[src/rtl/core/slb_pkg.sv]
// Package for the serial LCD bridge: operation, result and register codes,
// timer sizing and the result queue types. It depends on nothing else.
package slb_pkg;

    localparam int TIMER_BITS = 16;
    localparam int GAP_BITS   = 16;
    localparam int CMP_BITS   = (TIMER_BITS > GAP_BITS) ? TIMER_BITS : GAP_BITS;
    localparam logic [TIMER_BITS-1:0] TIMER_MAX = {TIMER_BITS{1'b1}};

    localparam int CFG_DATA_BITS = 16;
    localparam int CFG_ADDR_BITS = 2;

    localparam int QUEUE_DEPTH = 4;
    localparam int QUEUE_ABITS = $clog2(QUEUE_DEPTH);

    localparam logic [7:0] ESC_COMMAND   = 8'hFE;
    localparam logic [7:0] ESC_BACKLIGHT = 8'hFD;

    localparam logic [15:0] DATA_GAP_RESET   = 16'd40;
    localparam logic [15:0] SLOW_GAP_RESET   = 16'd2000;
    localparam logic [8:0]  SLOW_BELOW_RESET = 9'd4;
    localparam logic [7:0]  IDLE_KEY_RESET   = 8'd0;

    typedef enum logic [1:0] {
        OP_BYTE = 2'd0,
        OP_TICK = 2'd1,
        OP_KEY  = 2'd2,
        OP_NONE = 2'd3
    } t_op;

    typedef enum logic [2:0] {
        KIND_DATA      = 3'd0,
        KIND_COMMAND   = 3'd1,
        KIND_BACKLIGHT = 3'd2,
        KIND_TX        = 3'd3,
        KIND_REJECT    = 3'd4
    } t_kind;

    typedef enum logic [CFG_ADDR_BITS-1:0] {
        CFG_DATA_GAP   = 2'd0,
        CFG_SLOW_GAP   = 2'd1,
        CFG_SLOW_BELOW = 2'd2,
        CFG_IDLE_KEY   = 2'd3
    } t_cfg_addr;

    typedef struct packed {
        logic [2:0] kind;
        logic [7:0] payload;
        logic       last;
    } t_result;

    typedef struct packed {
        logic [1:0] count;
        t_result    first;
        t_result    second;
    } t_push;

endpackage

[src/rtl/core/slb_front.sv]
// Front end of the serial LCD bridge: parser, microsecond timer, pending slot,
// keypad change detector and configuration registers. Uses slb_pkg.
module slb_front (
    input  logic                                 i_clk,
    input  logic                                 i_rst_n,
    input  logic                                 i_accept,
    input  logic [1:0]                           i_op,
    input  logic [7:0]                           i_value,
    input  logic                                 i_cfg_we,
    input  logic [slb_pkg::CFG_ADDR_BITS-1:0]    i_cfg_addr,
    input  logic [slb_pkg::CFG_DATA_BITS-1:0]    i_cfg_data,
    output slb_pkg::t_push                       o_push
);

    typedef enum logic [2:0] {
        MODE_PLAIN     = 3'b001,
        MODE_COMMAND   = 3'b010,
        MODE_BACKLIGHT = 3'b100
    } t_mode;

    t_mode                           r_mode, n_mode;
    logic [slb_pkg::TIMER_BITS-1:0]  r_elapsed, n_elapsed;
    logic                            r_pend_valid, n_pend_valid;
    logic                            r_pend_cmd, n_pend_cmd;
    logic [7:0]                      r_pend_byte, n_pend_byte;
    logic [7:0]                      r_prev_key, n_prev_key;
    logic [15:0]                     r_data_gap;
    logic [15:0]                     r_slow_gap;
    logic [8:0]                      r_slow_below;
    logic [7:0]                      r_idle_key;

    logic [slb_pkg::TIMER_BITS-1:0]  elapsed_inc;
    logic                            byte_gap_ok;
    logic                            tick_gap_ok;
    logic                            lcd_cmd;
    slb_pkg::t_push                  push;

    function automatic logic gap_met(
        input logic                           is_cmd,
        input logic [7:0]                     b,
        input logic [slb_pkg::TIMER_BITS-1:0] elapsed,
        input logic [15:0]                    data_gap,
        input logic [15:0]                    slow_gap,
        input logic [8:0]                     slow_below
    );
        logic [15:0] gap;
        gap = (is_cmd && ({1'b0, b} < slow_below)) ? slow_gap : data_gap;
        return (elapsed == slb_pkg::TIMER_MAX) ||
               (slb_pkg::CMP_BITS'(elapsed) >= slb_pkg::CMP_BITS'(gap));
    endfunction

    assign elapsed_inc = (r_elapsed == slb_pkg::TIMER_MAX) ? r_elapsed :
                         r_elapsed + slb_pkg::TIMER_BITS'(1);
    assign lcd_cmd     = (r_mode == MODE_COMMAND);
    assign byte_gap_ok = gap_met(lcd_cmd, i_value, r_elapsed,
                                 r_data_gap, r_slow_gap, r_slow_below);
    assign tick_gap_ok = gap_met(r_pend_cmd, r_pend_byte, elapsed_inc,
                                 r_data_gap, r_slow_gap, r_slow_below);

    always_comb begin
        logic is_lcd;
        n_mode       = r_mode;
        n_elapsed    = r_elapsed;
        n_pend_valid = r_pend_valid;
        n_pend_cmd   = r_pend_cmd;
        n_pend_byte  = r_pend_byte;
        n_prev_key   = r_prev_key;
        push         = '0;
        is_lcd       = 1'b0;
        unique case (slb_pkg::t_op'(i_op))
            slb_pkg::OP_BYTE: begin
                n_mode = MODE_PLAIN;
                unique case (r_mode)
                    MODE_COMMAND: begin
                        is_lcd = 1'b1;
                    end
                    MODE_BACKLIGHT: begin
                        push.count  = 2'd1;
                        push.first  = '{slb_pkg::KIND_BACKLIGHT, i_value, 1'b1};
                    end
                    default: begin
                        if (i_value == slb_pkg::ESC_COMMAND) begin
                            n_mode = MODE_COMMAND;
                        end else if (i_value == slb_pkg::ESC_BACKLIGHT) begin
                            n_mode = MODE_BACKLIGHT;
                        end else begin
                            is_lcd = 1'b1;
                        end
                    end
                endcase
                if (is_lcd) begin
                    push.count = 2'd1;
                    if (r_pend_valid) begin
                        push.first = '{slb_pkg::KIND_REJECT, i_value, 1'b1};
                    end else if (byte_gap_ok) begin
                        push.first = '{lcd_cmd ? slb_pkg::KIND_COMMAND : slb_pkg::KIND_DATA,
                                       i_value, 1'b1};
                        n_elapsed  = '0;
                    end else begin
                        push.count   = 2'd0;
                        n_pend_valid = 1'b1;
                        n_pend_cmd   = lcd_cmd;
                        n_pend_byte  = i_value;
                    end
                end
            end
            slb_pkg::OP_TICK: begin
                n_elapsed = elapsed_inc;
                if (r_pend_valid && tick_gap_ok) begin
                    push.count   = 2'd1;
                    push.first   = '{r_pend_cmd ? slb_pkg::KIND_COMMAND : slb_pkg::KIND_DATA,
                                     r_pend_byte, 1'b1};
                    n_pend_valid = 1'b0;
                    n_elapsed    = '0;
                end
            end
            slb_pkg::OP_KEY: begin
                if (i_value != r_prev_key) begin
                    n_prev_key = i_value;
                    if (i_value != r_idle_key) begin
                        push.count  = 2'd2;
                        push.first  = '{slb_pkg::KIND_TX, slb_pkg::ESC_COMMAND, 1'b0};
                        push.second = '{slb_pkg::KIND_TX, i_value, 1'b1};
                    end
                end
            end
            default: begin
            end
        endcase
        if (!i_accept) begin
            push.count = 2'd0;
        end
    end

    assign o_push = push;

    always_ff @(posedge i_clk) begin
        if (!i_rst_n) begin
            r_mode       <= MODE_PLAIN;
            r_elapsed    <= '0;
            r_pend_valid <= 1'b0;
            r_pend_cmd   <= 1'b0;
            r_pend_byte  <= '0;
            r_prev_key   <= slb_pkg::IDLE_KEY_RESET;
        end else if (i_accept) begin
            r_mode       <= n_mode;
            r_elapsed    <= n_elapsed;
            r_pend_valid <= n_pend_valid;
            r_pend_cmd   <= n_pend_cmd;
            r_pend_byte  <= n_pend_byte;
            r_prev_key   <= n_prev_key;
        end
    end

    always_ff @(posedge i_clk) begin
        if (!i_rst_n) begin
            r_data_gap   <= slb_pkg::DATA_GAP_RESET;
            r_slow_gap   <= slb_pkg::SLOW_GAP_RESET;
            r_slow_below <= slb_pkg::SLOW_BELOW_RESET;
            r_idle_key   <= slb_pkg::IDLE_KEY_RESET;
        end else if (i_cfg_we) begin
            unique case (slb_pkg::t_cfg_addr'(i_cfg_addr))
                slb_pkg::CFG_DATA_GAP:   r_data_gap   <= i_cfg_data[15:0];
                slb_pkg::CFG_SLOW_GAP:   r_slow_gap   <= i_cfg_data[15:0];
                slb_pkg::CFG_SLOW_BELOW: r_slow_below <= i_cfg_data[8:0];
                slb_pkg::CFG_IDLE_KEY:   r_idle_key   <= i_cfg_data[7:0];
                default: begin
                end
            endcase
        end
    end

endmodule

[src/rtl/core/slb_queue.sv]
// Result queue of the serial LCD bridge: takes up to two results per cycle
// from the front end and hands them out one per transaction. Uses slb_pkg.
module slb_queue (
    input  logic             i_clk,
    input  logic             i_rst_n,
    input  slb_pkg::t_push   i_push,
    input  logic             i_pop,
    output logic             o_full,
    output logic             o_empty,
    output slb_pkg::t_result o_head
);

    localparam int DEPTH = slb_pkg::QUEUE_DEPTH;
    localparam int ABITS = slb_pkg::QUEUE_ABITS;

    slb_pkg::t_result r_mem [DEPTH];
    logic [ABITS-1:0] r_wr_ptr, n_wr_ptr;
    logic [ABITS-1:0] r_rd_ptr, n_rd_ptr;
    logic [ABITS:0]   r_count, n_count;
    logic             pop_ok;
    logic [ABITS-1:0] wr_next;

    assign o_empty = (r_count == '0);
    assign o_full  = (r_count > (ABITS+1)'(DEPTH - 2));
    assign o_head  = r_mem[r_rd_ptr];
    assign pop_ok  = i_pop && !o_empty;
    assign wr_next = r_wr_ptr + ABITS'(1);

    always_comb begin
        n_wr_ptr = r_wr_ptr + ABITS'(i_push.count);
        n_rd_ptr = pop_ok ? r_rd_ptr + ABITS'(1) : r_rd_ptr;
        n_count  = r_count + (ABITS+1)'(i_push.count) - (ABITS+1)'(pop_ok);
    end

    always_ff @(posedge i_clk) begin
        if (i_push.count != 2'd0) begin
            r_mem[r_wr_ptr] <= i_push.first;
        end
        if (i_push.count == 2'd2) begin
            r_mem[wr_next] <= i_push.second;
        end
    end

    always_ff @(posedge i_clk) begin
        if (!i_rst_n) begin
            r_wr_ptr <= '0;
            r_rd_ptr <= '0;
            r_count  <= '0;
        end else begin
            r_wr_ptr <= n_wr_ptr;
            r_rd_ptr <= n_rd_ptr;
            r_count  <= n_count;
        end
    end

    a_count_bound: assert property (@(posedge i_clk) disable iff (!i_rst_n)
        r_count <= (ABITS+1)'(DEPTH))
        else $error("Result queue count exceeds its depth.");

    a_no_overflow: assert property (@(posedge i_clk) disable iff (!i_rst_n)
        (i_push.count != 2'd0) |-> (r_count <= (ABITS+1)'(DEPTH - 2)))
        else $error("Results written while the queue lacks room for two.");

    a_drain: assert property (@(posedge i_clk) disable iff (!i_rst_n)
        (pop_ok && r_count == (ABITS+1)'(1) && i_push.count == 2'd0) |=> o_empty)
        else $error("Queue not empty after its last result was taken.");

    a_pair_order: assert property (@(posedge i_clk) disable iff (!i_rst_n)
        (i_push.count == 2'd2) |-> (!i_push.first.last && i_push.second.last))
        else $error("A result pair does not end on its second entry.");

endmodule

[src/rtl/core/serial_lcd_bridge_with_keypad.sv]
// Top level of the serial LCD bridge with keypad: joins the front end and the
// result queue. Uses slb_pkg, slb_front and slb_queue.
//
// The block takes one transaction per clock cycle while full is low: a
// received serial byte, a microsecond tick or a keypad sample, each decided by
// the front end, whose state (parse mode, elapsed-time counter, pending slot
// and last key) is updated at the edge that accepts the transaction. Each
// transaction yields zero, one or two results, which appear on the result
// ports from the next cycle on, oldest first, through a four-entry queue that
// drains one result per cycle while pop is high. full is raised while fewer
// than two queue entries are free, so with pop held high the block sustains
// one transaction per cycle except for key changes, which yield two results.
// Configuration registers are written through i_cfg_we, i_cfg_addr and
// i_cfg_data at any edge; no clearing pass follows reset.
module serial_lcd_bridge_with_keypad (
    input  logic                              i_clk,
    input  logic                              i_rst_n,
    input  logic                              push,
    output logic                              full,
    input  logic [1:0]                        i_op,
    input  logic [7:0]                        i_value,
    output logic                              empty,
    input  logic                              pop,
    output logic [2:0]                        o_kind,
    output logic [7:0]                        o_payload,
    output logic                              o_last,
    input  logic                              i_cfg_we,
    input  logic [slb_pkg::CFG_ADDR_BITS-1:0] i_cfg_addr,
    input  logic [slb_pkg::CFG_DATA_BITS-1:0] i_cfg_data
);

    logic             accept;
    slb_pkg::t_push   front_push;
    slb_pkg::t_result head;

    assign accept = push && !full;

    slb_front u_front (
        .i_clk      (i_clk),
        .i_rst_n    (i_rst_n),
        .i_accept   (accept),
        .i_op       (i_op),
        .i_value    (i_value),
        .i_cfg_we   (i_cfg_we),
        .i_cfg_addr (i_cfg_addr),
        .i_cfg_data (i_cfg_data),
        .o_push     (front_push)
    );

    slb_queue u_queue (
        .i_clk   (i_clk),
        .i_rst_n (i_rst_n),
        .i_push  (front_push),
        .i_pop   (pop),
        .o_full  (full),
        .o_empty (empty),
        .o_head  (head)
    );

    assign o_kind    = head.kind;
    assign o_payload = head.payload;
    assign o_last    = head.last;

endmodule

[config.mk]
export PLATFORM = sky130hd
export DESIGN_NAME = serial_lcd_bridge_with_keypad
export DESIGN_NICKNAME = d
export VERILOG_FILES = /design/src/rtl/core/slb_pkg.sv /design/src/rtl/core/slb_front.sv /design/src/rtl/core/slb_queue.sv /design/src/rtl/core/serial_lcd_bridge_with_keypad.sv
export SDC_FILE = /design/constraint.sdc
export NUM_CORES = 1
export LEC_CHECK = 0
export ABC_CLOCK_PERIOD_IN_PS = 6600
export BUFFER_PORTS_ARGS = -buffer_cell sky130_fd_sc_hd__buf_2
export CAP_MARGIN = 20
export CORE_MARGIN = 4
export CORE_UTILIZATION = 25
export DETAILED_ROUTE_END_ITERATION = 10
export GPL_TIMING_DRIVEN = 0
export PLACE_DENSITY = 0.39
export SLEW_MARGIN = 25
export SYNTH_ARGS = -nofsm -noshare
export SYNTH_HDL_FRONTEND = slang
export SYNTH_SLANG_ARGS = --single-unit
[constraint.sdc]
create_clock -name i_clk -period 6.6 [get_ports i_clk]
set_input_delay 0.33 -clock i_clk [delete_from_list [all_inputs] [get_ports i_clk]]
set_output_delay 0.33 -clock i_clk [all_outputs]
set_load 0.02 [all_outputs]
==> results of run 1 <==
## synth_stat cells, types with 15 or more instances
master	number	area share, %
inv_1	21	0.95
nand3_1	21	1.3
edfxtp_1	44	16
nand2_1	156	7.1
ha_1	51	7.7
xnor2_1	15	1.6
a21boi_0	33	3.0
o21ai_0	39	2.4
nor2_1	28	1.3
clkbuf_1	25	1.1
dfxtp_1	99	24
nor2b_1	31	2.3
a21oi_1	27	1.6
mux2i_1	62	7.5
## metrics by stage
stage	setup slack (ns)	hold slack, ns
floorplan	1.47	0.435
global route	0.0535	0.117
detailed placement	-0.226	0.462
finish	0.554	0.127
global placement	-0.256	0.456
CTS	0.0376	0.0966
## power by group through the flow
stage          Combinational (mW)  Sequential [mW]  Clock (mW)
2_1_floorplan               0.312            0.990           0
3_5_place_dp                0.443             1.00           0
3_3_place_gp                0.437             1.00           0
6_report                    0.439            0.980        1.00
4_1_cts                     0.445            0.981        1.03
5_1_grt                     0.492            0.986        1.07
## tightest hold or removal path, cell delays in order
cell	delay [ns]
buf_2	0.09
nand2_1	0.04
nand3_1	0.06
## registers in the layout, summed over array words and instances, names as in the netlist, named ones only
| name | count |
|---|---|
| u_front.r_prev_key | 8 |
| u_front.r_slow_gap | 16 |
| u_queue.r_count | 3 |
| u_front.r_mode | 3 |
| u_front.r_pend_byte | 8 |
| u_queue.r_rd_ptr | 2 |
| u_front.r_idle_key | 8 |
| u_front.r_data_gap | 16 |
| u_queue.r_wr_ptr | 2 |
| u_front.r_pend_cmd | 1 |
| u_front.r_slow_below | 9 |
| u_front.r_elapsed | 16 |
| u_queue.r_mem | 48 |
| u_front.r_pend_valid | 1 |
## per-layer routing
| layer | track usage [%] | routed length [um] |
|---|---|---|
| met3 | 2.40 | 711 |
| met4 | 3.39 | 223 |
| met1 | 19.0 | 12200 |
| met2 | 21.7 | 10800 |
| met5 | 0 | 0 |
## worst max path at each step
stage	from	endpoint	slack (ns)
final	u_front.r_slow_below[1]	u_queue.r_mem[2][1]	0.55
after global routing	u_front.r_slow_below[1]	u_queue.r_count[2]	0.05
after CTS	u_front.r_slow_below[1]	u_queue.r_mem[0][1]	0.04
after detailed placement	i_value[1]	u_queue.r_mem[2][5]	-0.23
after global placement	i_value[1]	u_queue.r_mem[2][4]	-0.26
after floorplan	u_front.r_slow_below[1]	u_queue.r_count[2]	1.47
## cell families after synthesis
family / count (synthesis)
AND/OR/NAND/NOR: 308
AO/OA/AOI/OAI: 183
flip-flops: 143
multiplexers: 77
buffers and inverters: 71
adder cells (fa/ha/maj): 52
XOR/XNOR: 29
## final cells by class
type                            count  area, sq um
Clock inverter                     15          176
Multi-Input combinational cell    649         4660
Fill cell                        3487        22900
Tap cell                          442          553
Buffer                             49          270
Clock buffer                       17          425
Timing Repair Buffer               48          251
Inverter                           21         78.8
Sequential cell                   143         3300
==> flow_metrics.py, run 1 <==
metrics = {
    "grt": {
        "grt_max_degree": 17,
        "first_global_vias": 6498,
        "grtUsageTotal_pct": 13.5,
        "antenna_found_initial": 0,
        "grt_pass1_wl_mm": 37.8,
        "overflow": 0,
    },
    "route": {
        "drt-pass1-iter-count": 4,
        "wire_per_inst_um": 17.3,
        "via_count": 6387,
        "postRouteAntennaNets": 0,
        "drt_wl_total_mm": 23.9,
        "drcViolationCount": 0,
        "drt_iter0_drc": 362,
        "vias_per_cell": 4.61,
    },
    "synthesis": {
        "synth_edf_count": 44,
        "avgSynthCellArea_sq_um": 9.60,
        "synth.distinct_cells": 71,
        "synth-xor-area-share_pct": 3.06,
        "synth_nets": 948,
        "syn_area_sq_mm": 0.00829,
        "synth_mux_area_share_pct": 11.2,
        "yosys.area_share.simple_pct": 17.8,
        "synthArstFlopShare_pct": 0,
        "synth_compound_area_share_pct": 15.9,
        "ys_seq_area_share_pct": 39.9,
        "yosys_register_bits": 143,
        "ys_warn_count": 0,
        "synth_flop_cell": "dfxtp_1",
        "synth_top_family_by_area": "simple AND/OR/NAND/NOR gates",
        "netlist_instances": 863,
        "synth_fa_ha_area_share_pct": 7.94,
    },
    "setup_path": {
        "cp.required_ns": 6.71,
        "crit_path_cell_trace": "inv_1 > ha_1 > a21o_1 > a21o_1 > a21o_1 > a211oi_1 > o21bai_1 > a21oi_1 > o21ai_2 > clkbuf_2 > mux2i_1 > ha_1 > a21oi_1 > nor2_1 > a2111oi_0 > a211oi_1 > nor4_1 > o21bai_2 > a31o_2 > o21ai_1 > buf_2 > nand2_2",
        "critPathTopFamily": "compound AO/OA/AOI/OAI gates",
        "cpMostUsedCell": "a21o_1",
        "arrival_ns": 6.16,
        "crit_fanout": 11,
        "end_kind": "register",
        "startpoint_type": "register",
        "ff2ff_path_depth": 22,
        "regToRegStartpoint": "u_front.r_slow_below[1]",
        "path_class": "register to register",
        "path_buf_inv": 3,
        "r2r-end": "u_queue.r_mem[2][1]",
        "cp_slowest_cell": "nor4_1",
        "critPathMaxStageDelay_ns": 0.50,
        "path_depth": 22,
        "ff2ff_setup_slack_ns": 0.55,
    },
    "clock_network": {
        "clk_latency_ns": 0.44,
        "cts.sinks": 143,
        "cts-root-buf": "clkbuf_16",
        "cts_buffer_depth": 2,
        "post_cts_buffers": 0,
        "hold_buffers": 0,
        "htreeDepth": 4,
        "numCtsBuffers": 17,
        "cts_tree": "yes",
        "postCtsResizedCells": 1,
        "clk_pin_slew_worst_paths_ns": 0.07,
    },
    "pwr": {
        "p_leak_nw": 3.76,
        "p_switching_mw": 0.716,
        "power_frac_comb_pct": 18.1,
        "p_seq_share_pct": 40.5,
        "switching_share_pct": 29.6,
        "p_per_area_mw_per_mm2": 249,
        "p_int_mw": 1.71,
        "p_clk_share_pct": 41.4,
        "power_mw": 2.42,
        "ir_drop_mv": 0.179,
    },
    "sta": {
        "finalSetupTns_ns": 0,
        "rsz0062_at_grt": "false",
        "slew_violations": 0,
        "period_share_pct": 91.6,
        "fmax_ghz": 0.165,
        "finalHoldViolations": 0,
        "worstMarginPinSlew_ns": 0.871,
        "period_needed_ns": 6.05,
        "setup_violations": 0,
        "skew_ns": 0.0142,
        "slew_headroom_pct": 41.5,
    },
    "floorplan": {
        "num_rows": 66,
        "die_h_um": 190,
        "io_pins": 47,
        "die_w_um": 190,
        "core_area_sq_mm": 0.0326,
        "start_util_pct": 25.4,
        "dieArea_sq_mm": 0.0361,
    },
    "finish": {
        "final_cell_mix": "nand2_1 (154), dfxtp_1 (99), mux2i_1 (62)",
        "final_common_cell": "nand2_1",
        "nets": 1014,
        "fin_area_sq_mm": 0.00972,
        "final_util_pct": 29.8,
        "n_antenna_cell": 0,
        "fin_cells": 1384,
        "drive_above_1_share_pct": 16.7,
        "synthToLayoutAreaGrowth_pct": 17.2,
    },
    "hold_path": {
        "whs_path_depth": 3,
        "min_to": "u_front.r_slow_gap[9]",
        "min-delay-start": "i_cfg_data[9]",
        "hold_path_class": "input port to register",
    },
    "placed_design": {
        "io_buffers": 45,
        "dp_hpwl_mm": 18.2,
        "place.gp.congestion": 0.790,
        "placed_area_sq_mm": 0.00910,
        "dpl.cell_count": 1352,
    },
    "status": {
        "status": "complete, no violations",
    },
    "flow_run": {
        "drv_cap": 0,
    },
}
No activity file was read; power rests on OpenSTA's default activity.
==> run 2, diff against run 1 <==
--- a/config.mk
+++ b/config.mk
@@ -5,6 +5,7 @@
 export SDC_FILE = /design/constraint.sdc
 export NUM_CORES = 1
 export LEC_CHECK = 0
+export ABC_AREA = 1
 export ABC_CLOCK_PERIOD_IN_PS = 6600
 export BUFFER_PORTS_ARGS = -buffer_cell sky130_fd_sc_hd__buf_2
 export CAP_MARGIN = 20
==> run 2 against run 1 <==
  * Critical path depth grew 5
  * Via count increased by 18%
  * Clock skew is 0.0021 ns lower
  * Sequential share of layout area is 0.59 points higher
  * Non-clock buffer count down 11
  * Total power up 15%
  * Clock-buffer cell count unchanged
  * Register-to-register slack better by 0.85 ns
  * Largest cell class unchanged
  * Critical path type unchanged
  * Worst hold slack got worse by 0.0053 ns
==> flow_metrics.py, run 2 <==
metrics = {
    "status": {
        "status": "complete, no violations",
    },
    "setup_path": {
        "startpoint_type": "register",
        "ff2ff_setup_slack_ns": 1.40,
        "cp.required_ns": 6.66,
        "ff2ff_path_depth": 27,
        "path_class": "register to register",
        "cpMostUsedCell": "nand2_1",
        "crit_fanout": 11,
        "end_kind": "register",
        "regToRegStartpoint": "u_front.r_slow_below[2]",
        "r2r-end": "u_queue.r_mem[0][6]",
        "critPathMaxStageDelay_ns": 0.51,
        "arrival_ns": 5.26,
        "cp_slowest_cell": "nand2_1",
    },
    "clock_network": {
        "clk_latency_ns": 0.43,
        "cts-root-buf": "clkbuf_16",
        "cts_buffer_depth": 2,
        "cts.sinks": 143,
        "clk_pin_slew_worst_paths_ns": 0.07,
        "post_cts_buffers": 0,
        "numCtsBuffers": 17,
        "htreeDepth": 4,
        "cts_tree": "yes",
        "postCtsResizedCells": 0,
        "hold_buffers": 0,
    },
    "synthesis": {
        "avgSynthCellArea_sq_um": 7.32,
        "synth_most_common_cell": "nand2_1",
        "synth_edf_count": 44,
        "synth_flop_cell": "dfxtp_1",
        "ys_warn_count": 0,
        "yosysTopAreaCell": "dfxtp_1",
        "netlist_instances": 1121,
        "synthArstFlopShare_pct": 0,
        "syn_area_sq_mm": 0.00821,
        "ys_seq_area_share_pct": 40.3,
        "ys_top_cells_by_count": "nand2_1 (265), o21ai_0 (149), nor2_1 (113)",
        "synth_area_leaders": "dfxtp_1 (24%), edfxtp_1 (16%), nand2_1 (12%), o21ai_0 (9.1%), ha_1 (7.8%)",
        "yosys_register_bits": 143,
        "synth_nets": 1206,
        "synth.distinct_cells": 40,
        "yosys.area.top_type_share_pct": 24.2,
    },
    "finish": {
        "nets": 1268,
        "fin_area_sq_mm": 0.00955,
        "final_common_cell": "nand2_1",
        "largest_register_ff_count": 48,
        "largest-register": "u_queue.r_mem",
        "drive_above_1_share_pct": 8.86,
        "synthToLayoutAreaGrowth_pct": 16.4,
        "n_antenna_cell": 0,
        "final_cell_mix": "nand2_1 (265), o21ai_0 (149), nor2_1 (113)",
    },
    "floorplan": {
        "die_h_um": 189,
        "io_pins": 47,
        "die_w_um": 189,
        "num_rows": 66,
        "dieArea_sq_mm": 0.0358,
        "start_util_pct": 25.3,
        "core_area_sq_mm": 0.0325,
    },
    "sta": {
        "slew_violations": 0,
        "period_share_pct": 78.7,
        "skew_ns": 0.0120,
        "period_needed_ns": 5.20,
        "worstMarginPinSlew_ns": 0.724,
        "slew_headroom_pct": 51.7,
        "rsz0062_at_grt": "false",
        "finalSetupTns_ns": 0,
        "setup_violations": 0,
        "hold_ws_ns": 0.122,
        "fmax_ghz": 0.192,
        "finalHoldViolations": 0,
    },
    "pwr": {
        "p_leak_nw": 4.08,
        "p_per_area_mw_per_mm2": 292,
        "ir_drop_mv": 0.168,
    },
    "route": {
        "drt_wl_total_mm": 26.4,
        "postRouteAntennaNets": 0,
        "drt-pass1-iter-count": 5,
        "via_count": 7506,
        "drt_iter0_drc": 368,
        "drcViolationCount": 0,
        "vias_per_cell": 4.58,
        "wire_per_inst_um": 16.1,
    },
    "grt": {
        "first_global_vias": 7173,
        "grt_max_degree": 17,
        "grtUsageTotal_pct": 14.9,
        "antenna_found_initial": 0,
        "grt_pass1_wl_mm": 41.5,
        "overflow": 0,
    },
    "placed_design": {
        "place.gp.congestion": 0.806,
        "dp_hpwl_mm": 20.7,
        "io_buffers": 43,
        "placed_area_sq_mm": 0.00897,
    },
    "hold_path": {
        "min_to": "u_front.r_slow_gap[9]",
        "min-delay-start": "i_cfg_data[9]",
        "hold_path_class": "input port to register",
        "whs_path_depth": 3,
    },
    "flow_run": {
        "drv_cap": 0,
    },
}
run 2: worst max path at each step:
stage	to	startpoint	slack (ns)	cells after the start
2_1_floorplan	u_queue.r_count[2]	i_value[2]	2.58	31
3_3_place_gp	u_queue.r_mem[0][4]	i_value[0]	1.12	26
3_5_place_dp	u_queue.r_mem[0][4]	i_value[2]	1.16	27
4_1_cts	u_queue.r_mem[0][6]	u_front.r_slow_below[2]	1.23	27
5_1_grt	u_queue.r_mem[0][2]	u_front.r_slow_below[2]	0.70	27
6_report	u_queue.r_mem[0][6]	u_front.r_slow_below[2]	1.40	27
run 2: cells by family (layout without fill, tap and decap cells):
group                      Yosys count  in the layout  share of synthesized area, %
adders and majority gates           52             52                          8.02
buffers and inverters              140            215                          6.85
DFF                                143            143                          40.3
AOI/OAI and AO/OA                  298            298                          19.3
and+or+nand+nor                    470            470                          23.6
xor gates and xnor gates            18             18                          1.92
run 2: through the flow:
step                instances  worst slack (ns)  util [%]  power [mW]
finish                   1638              1.40      29.4        2.79
floorplan                1121              2.58         -        1.59
global route             1638             0.701      29.4        2.98
global placement         1606              1.12      27.7        1.84
CTS                      1638              1.23      29.4        2.83
detailed placement       1606              1.16      27.7        1.85
run 2: area by class of cell:
| type | count | area (sq um) |
|---|---|---|
| fillers | 3585 | 22900 |
| multi-input cells | 838 | 4340 |
| flip-flops and latches | 143 | 3300 |
| well taps | 442 | 553 |
| clock buffers | 17 | 425 |
| inverters | 97 | 364 |
| repair buffers | 43 | 215 |
| plain buffers | 43 | 198 |
| clock inverters | 15 | 150 |
run 2: routing by layer:
layer	wire length, um	GRT usage (%)
met1	13900	21.7
met3	686	2.49
met2	11400	23.1
met5	0	0
met4	394	3.64
run 2: power by group:
part           internal, mW  total [mW]  switching (mW)
sequential            0.992        1.07          0.0737
clock                 0.532       0.969           0.437
combinational         0.250       0.751           0.501
run 2: critical path: cells and delay by family, from the launching register on:
kind / cells / cell delay, ns
AO/OA/AOI/OAI: 6 / 0.98
adder cells (fa/ha/maj): 2 / 0.64
buffers and inverters: 3 / 0.54
flip-flops: 1 / 0.31
AND/OR/NAND/NOR: 16 / 2.33
==> run 3, diff against run 2 <==
--- a/config.mk
+++ b/config.mk
@@ -6,14 +6,14 @@
 export NUM_CORES = 1
 export LEC_CHECK = 0
 export ABC_AREA = 1
-export ABC_CLOCK_PERIOD_IN_PS = 6600
+export ABC_CLOCK_PERIOD_IN_PS = 4600
 export BUFFER_PORTS_ARGS = -buffer_cell sky130_fd_sc_hd__buf_2
 export CAP_MARGIN = 20
 export CORE_MARGIN = 4
 export CORE_UTILIZATION = 25
 export DETAILED_ROUTE_END_ITERATION = 10
 export GPL_TIMING_DRIVEN = 0
-export PLACE_DENSITY = 0.39
+export PLACE_DENSITY = 0.41
 export SLEW_MARGIN = 25
 export SYNTH_ARGS = -nofsm -noshare
 export SYNTH_HDL_FRONTEND = slang
==> constraint.sdc (replaced) <==
create_clock -name i_clk -period 4.6 [get_ports i_clk]
set_input_delay 0.23 -clock i_clk [delete_from_list [all_inputs] [get_ports i_clk]]
set_output_delay 0.23 -clock i_clk [all_outputs]
set_load 0.02 [all_outputs]
==> run 3 against run 2 <==
  * Clock skew increased by 0.00070 ns
  * Cell count is 0.49% higher
  * Sequential power rose by 43%
  * Clock power up 49%
  * First-iteration DRC count rose by 46%
  * Global-route usage is 0.11 points higher
  * Highest routed layer is now met5
  * Critical path type unchanged
  * Sequential share of layout area is 0.71 points lower
  * Routed wire length is 0.29% lower
==> flow_metrics.py, run 3 (synthesized netlist as in run 2, its figures left out) <==
metrics = {
    "floorplan": {
        "dieArea_sq_mm": 0.0358,
        "io_pins": 47,
        "num_rows": 66,
        "die_w_um": 189,
        "core_area_sq_mm": 0.0325,
        "die_h_um": 189,
        "start_util_pct": 25.3,
    },
    "setup_path": {
        "arrival_ns": 4.68,
        "r2r-end": "u_queue.r_count[1]",
        "cpMostUsedCell": "a21oi_2",
        "ff2ff_setup_slack_ns": 0.28,
        "path_class": "register to register",
        "cp.required_ns": 4.96,
        "ff2ff_path_depth": 27,
        "startpoint_type": "register",
        "critPathMaxStageDelay_ns": 0.42,
        "crit_fanout": 10,
        "cp_slowest_cell": "fa_2",
        "end_kind": "register",
        "regToRegStartpoint": "u_front.r_slow_below[2]",
    },
    "placed_design": {
        "io_buffers": 43,
        "dp_hpwl_mm": 20.5,
        "place_ws_ns": -0.696,
        "place.gp.congestion": 0.803,
    },
    "route": {
        "wire_per_inst_um": 16.0,
        "drt-pass1-iter-count": 4,
        "drt_iter0_drc": 536,
        "drt_wl_total_mm": 26.3,
        "postRouteAntennaNets": 0,
        "drcViolationCount": 0,
        "via_count": 7497,
        "vias_per_cell": 4.55,
    },
    "pwr": {
        "power_mw": 4.11,
        "p_int_mw": 2.66,
        "p_per_area_mw_per_mm2": 421,
        "p_leak_nw": 4.15,
        "switching_share_pct": 35.1,
        "power_frac_comb_pct": 27.5,
        "p_seq_share_pct": 37.3,
        "p_switching_mw": 1.44,
        "ir_drop_mv": 0.223,
        "p_clk_share_pct": 35.1,
    },
    "finish": {
        "synthToLayoutAreaGrowth_pct": 18.8,
        "largest_register_ff_count": 48,
        "drive_above_1_share_pct": 11.1,
        "largest-register": "u_queue.r_mem",
        "regArea_sq_mm": 0.00330,
        "multi_input_area_sq_mm": 0.00444,
        "nets": 1275,
        "final_cell_mix": "nand2_1 (259), o21ai_0 (138), nor2_1 (112)",
        "fillers": 3548,
        "final_common_cell": "nand2_1",
        "final_util_pct": 30.0,
    },
    "grt": {
        "grtUsageTotal_pct": 15.0,
        "first_global_vias": 7261,
        "overflow": 0,
        "grt_pass1_wl_mm": 42.0,
        "grt_max_degree": 17,
        "antenna_found_initial": 2,
    },
    "clock_network": {
        "htreeDepth": 4,
        "cts_tree": "yes",
        "cts.sinks": 143,
        "clk_pin_slew_worst_paths_ns": 0.06,
        "cts_buffer_depth": 2,
        "hold_buffers": 0,
        "clk_latency_ns": 0.44,
        "cts-root-buf": "clkbuf_16",
        "numCtsBuffers": 17,
    },
    "flow_run": {
        "drv_cap": 0,
    },
    "sta": {
        "finalHoldViolations": 0,
        "period_share_pct": 93.9,
        "fmax_ghz": 0.231,
        "period_needed_ns": 4.32,
        "timing.final.ws_setup_ns": 0.280,
        "skew_ns": 0.0128,
        "setup_violations": 0,
        "slew_violations": 0,
        "slew_headroom_pct": 49.6,
        "worstMarginPinSlew_ns": 0.757,
    },
    "hold_path": {
        "min_to": "u_front.r_slow_gap[9]",
        "hold_path_class": "input port to register",
        "min-delay-start": "i_cfg_data[9]",
        "whs_path_depth": 3,
    },
    "status": {
        "status": "complete, no violations",
    },
}
## run 3: changes by cell type in the layout (fill, tap and decap cells not counted), moves of 4 or more
cell     delta
buf_4       +6
nand2_1     -6
a21oi_1     -4
o21ai_1     +8
a21oi_2     +4
o21ai_0    -11
## run 3: layout make-up
type / instances / area share (%)
Inverter: 97 / 3.73
Sequential cell: 143 / 33.9
Clock buffer: 19 / 4.44
Timing Repair Buffer: 50 / 2.72
Multi-Input combinational cell: 838 / 45.5
Antenna cell: 1 / 0.0257
Tap cell: 442 / 5.67
Clock inverter: 13 / 1.66
Buffer: 43 / 2.35
## run 3: critical path: cells and delay by family, from the launching register on
kind / cells / cell delay, ns
AOI/OAI and AO/OA: 9 / 1.37
buffers and inverters: 4 / 0.43
and+or+nand+nor: 10 / 1.00
adders and majority gates: 4 / 1.12
DFF: 1 / 0.30
## run 3: repair_timing
action / CTS / global route
pin swaps: 2 / 11
setup endpoints to repair: 122 / 108
setup buffers: 0 / 6
gates resized for setup: 25 / 26
gates cloned: 1 / 0
## run 3: worst max-delay path by stage
stage                                       to  cells past startpoint               startpoint  slack (ns)
after floorplan             u_queue.r_count[2]                     32  u_front.r_slow_below[2]        0.58
after global placement     u_queue.r_mem[0][8]                     26               i_value[0]       -0.76
after detailed placement   u_queue.r_mem[0][4]                     26               i_value[0]       -0.70
after CTS                   u_queue.r_count[2]                     32  u_front.r_slow_below[2]        0.03
after global routing      u_front.r_elapsed[4]                     26  u_front.r_slow_below[2]       -0.01
final                       u_queue.r_count[1]                     27  u_front.r_slow_below[2]        0.28
## run 3: stage by stage
step | area [sq um] | hold WS, ns | cells | setup TNS [ns]
final | 9750 | 0.0294 | 1646 | 0
after floorplan | 8210 | 0.356 | 1121 | 0
after global routing | 9750 | 0.0520 | 1645 | -0.0297
after CTS | 9630 | 0.0183 | 1639 | 0
after detailed placement | 8970 | 0.461 | 1606 | -44.14
after global placement | 8970 | 0.455 | 1606 | -47.00
## run 3: metal layers
metal / vias to the layer above / global-route usage [%] / routed length, um
li1: 3924 / - / -
met1: 3460 / 22.0 / 13600
met2: 97 / 22.9 / 11600
met3: 14 / 2.88 / 895
met4: 2 / 3.45 / 221
met5: - / 0 / 11
## run 3: power groups by stage
stage	sequential (mW)	clock (mW)	combinational, mW
2_1_floorplan	1.52	0	0.763
3_3_place_gp	1.56	0	1.08
3_5_place_dp	1.56	0	1.09
4_1_cts	1.53	1.47	1.11
5_1_grt	1.55	1.53	1.29
6_report	1.53	1.44	1.13
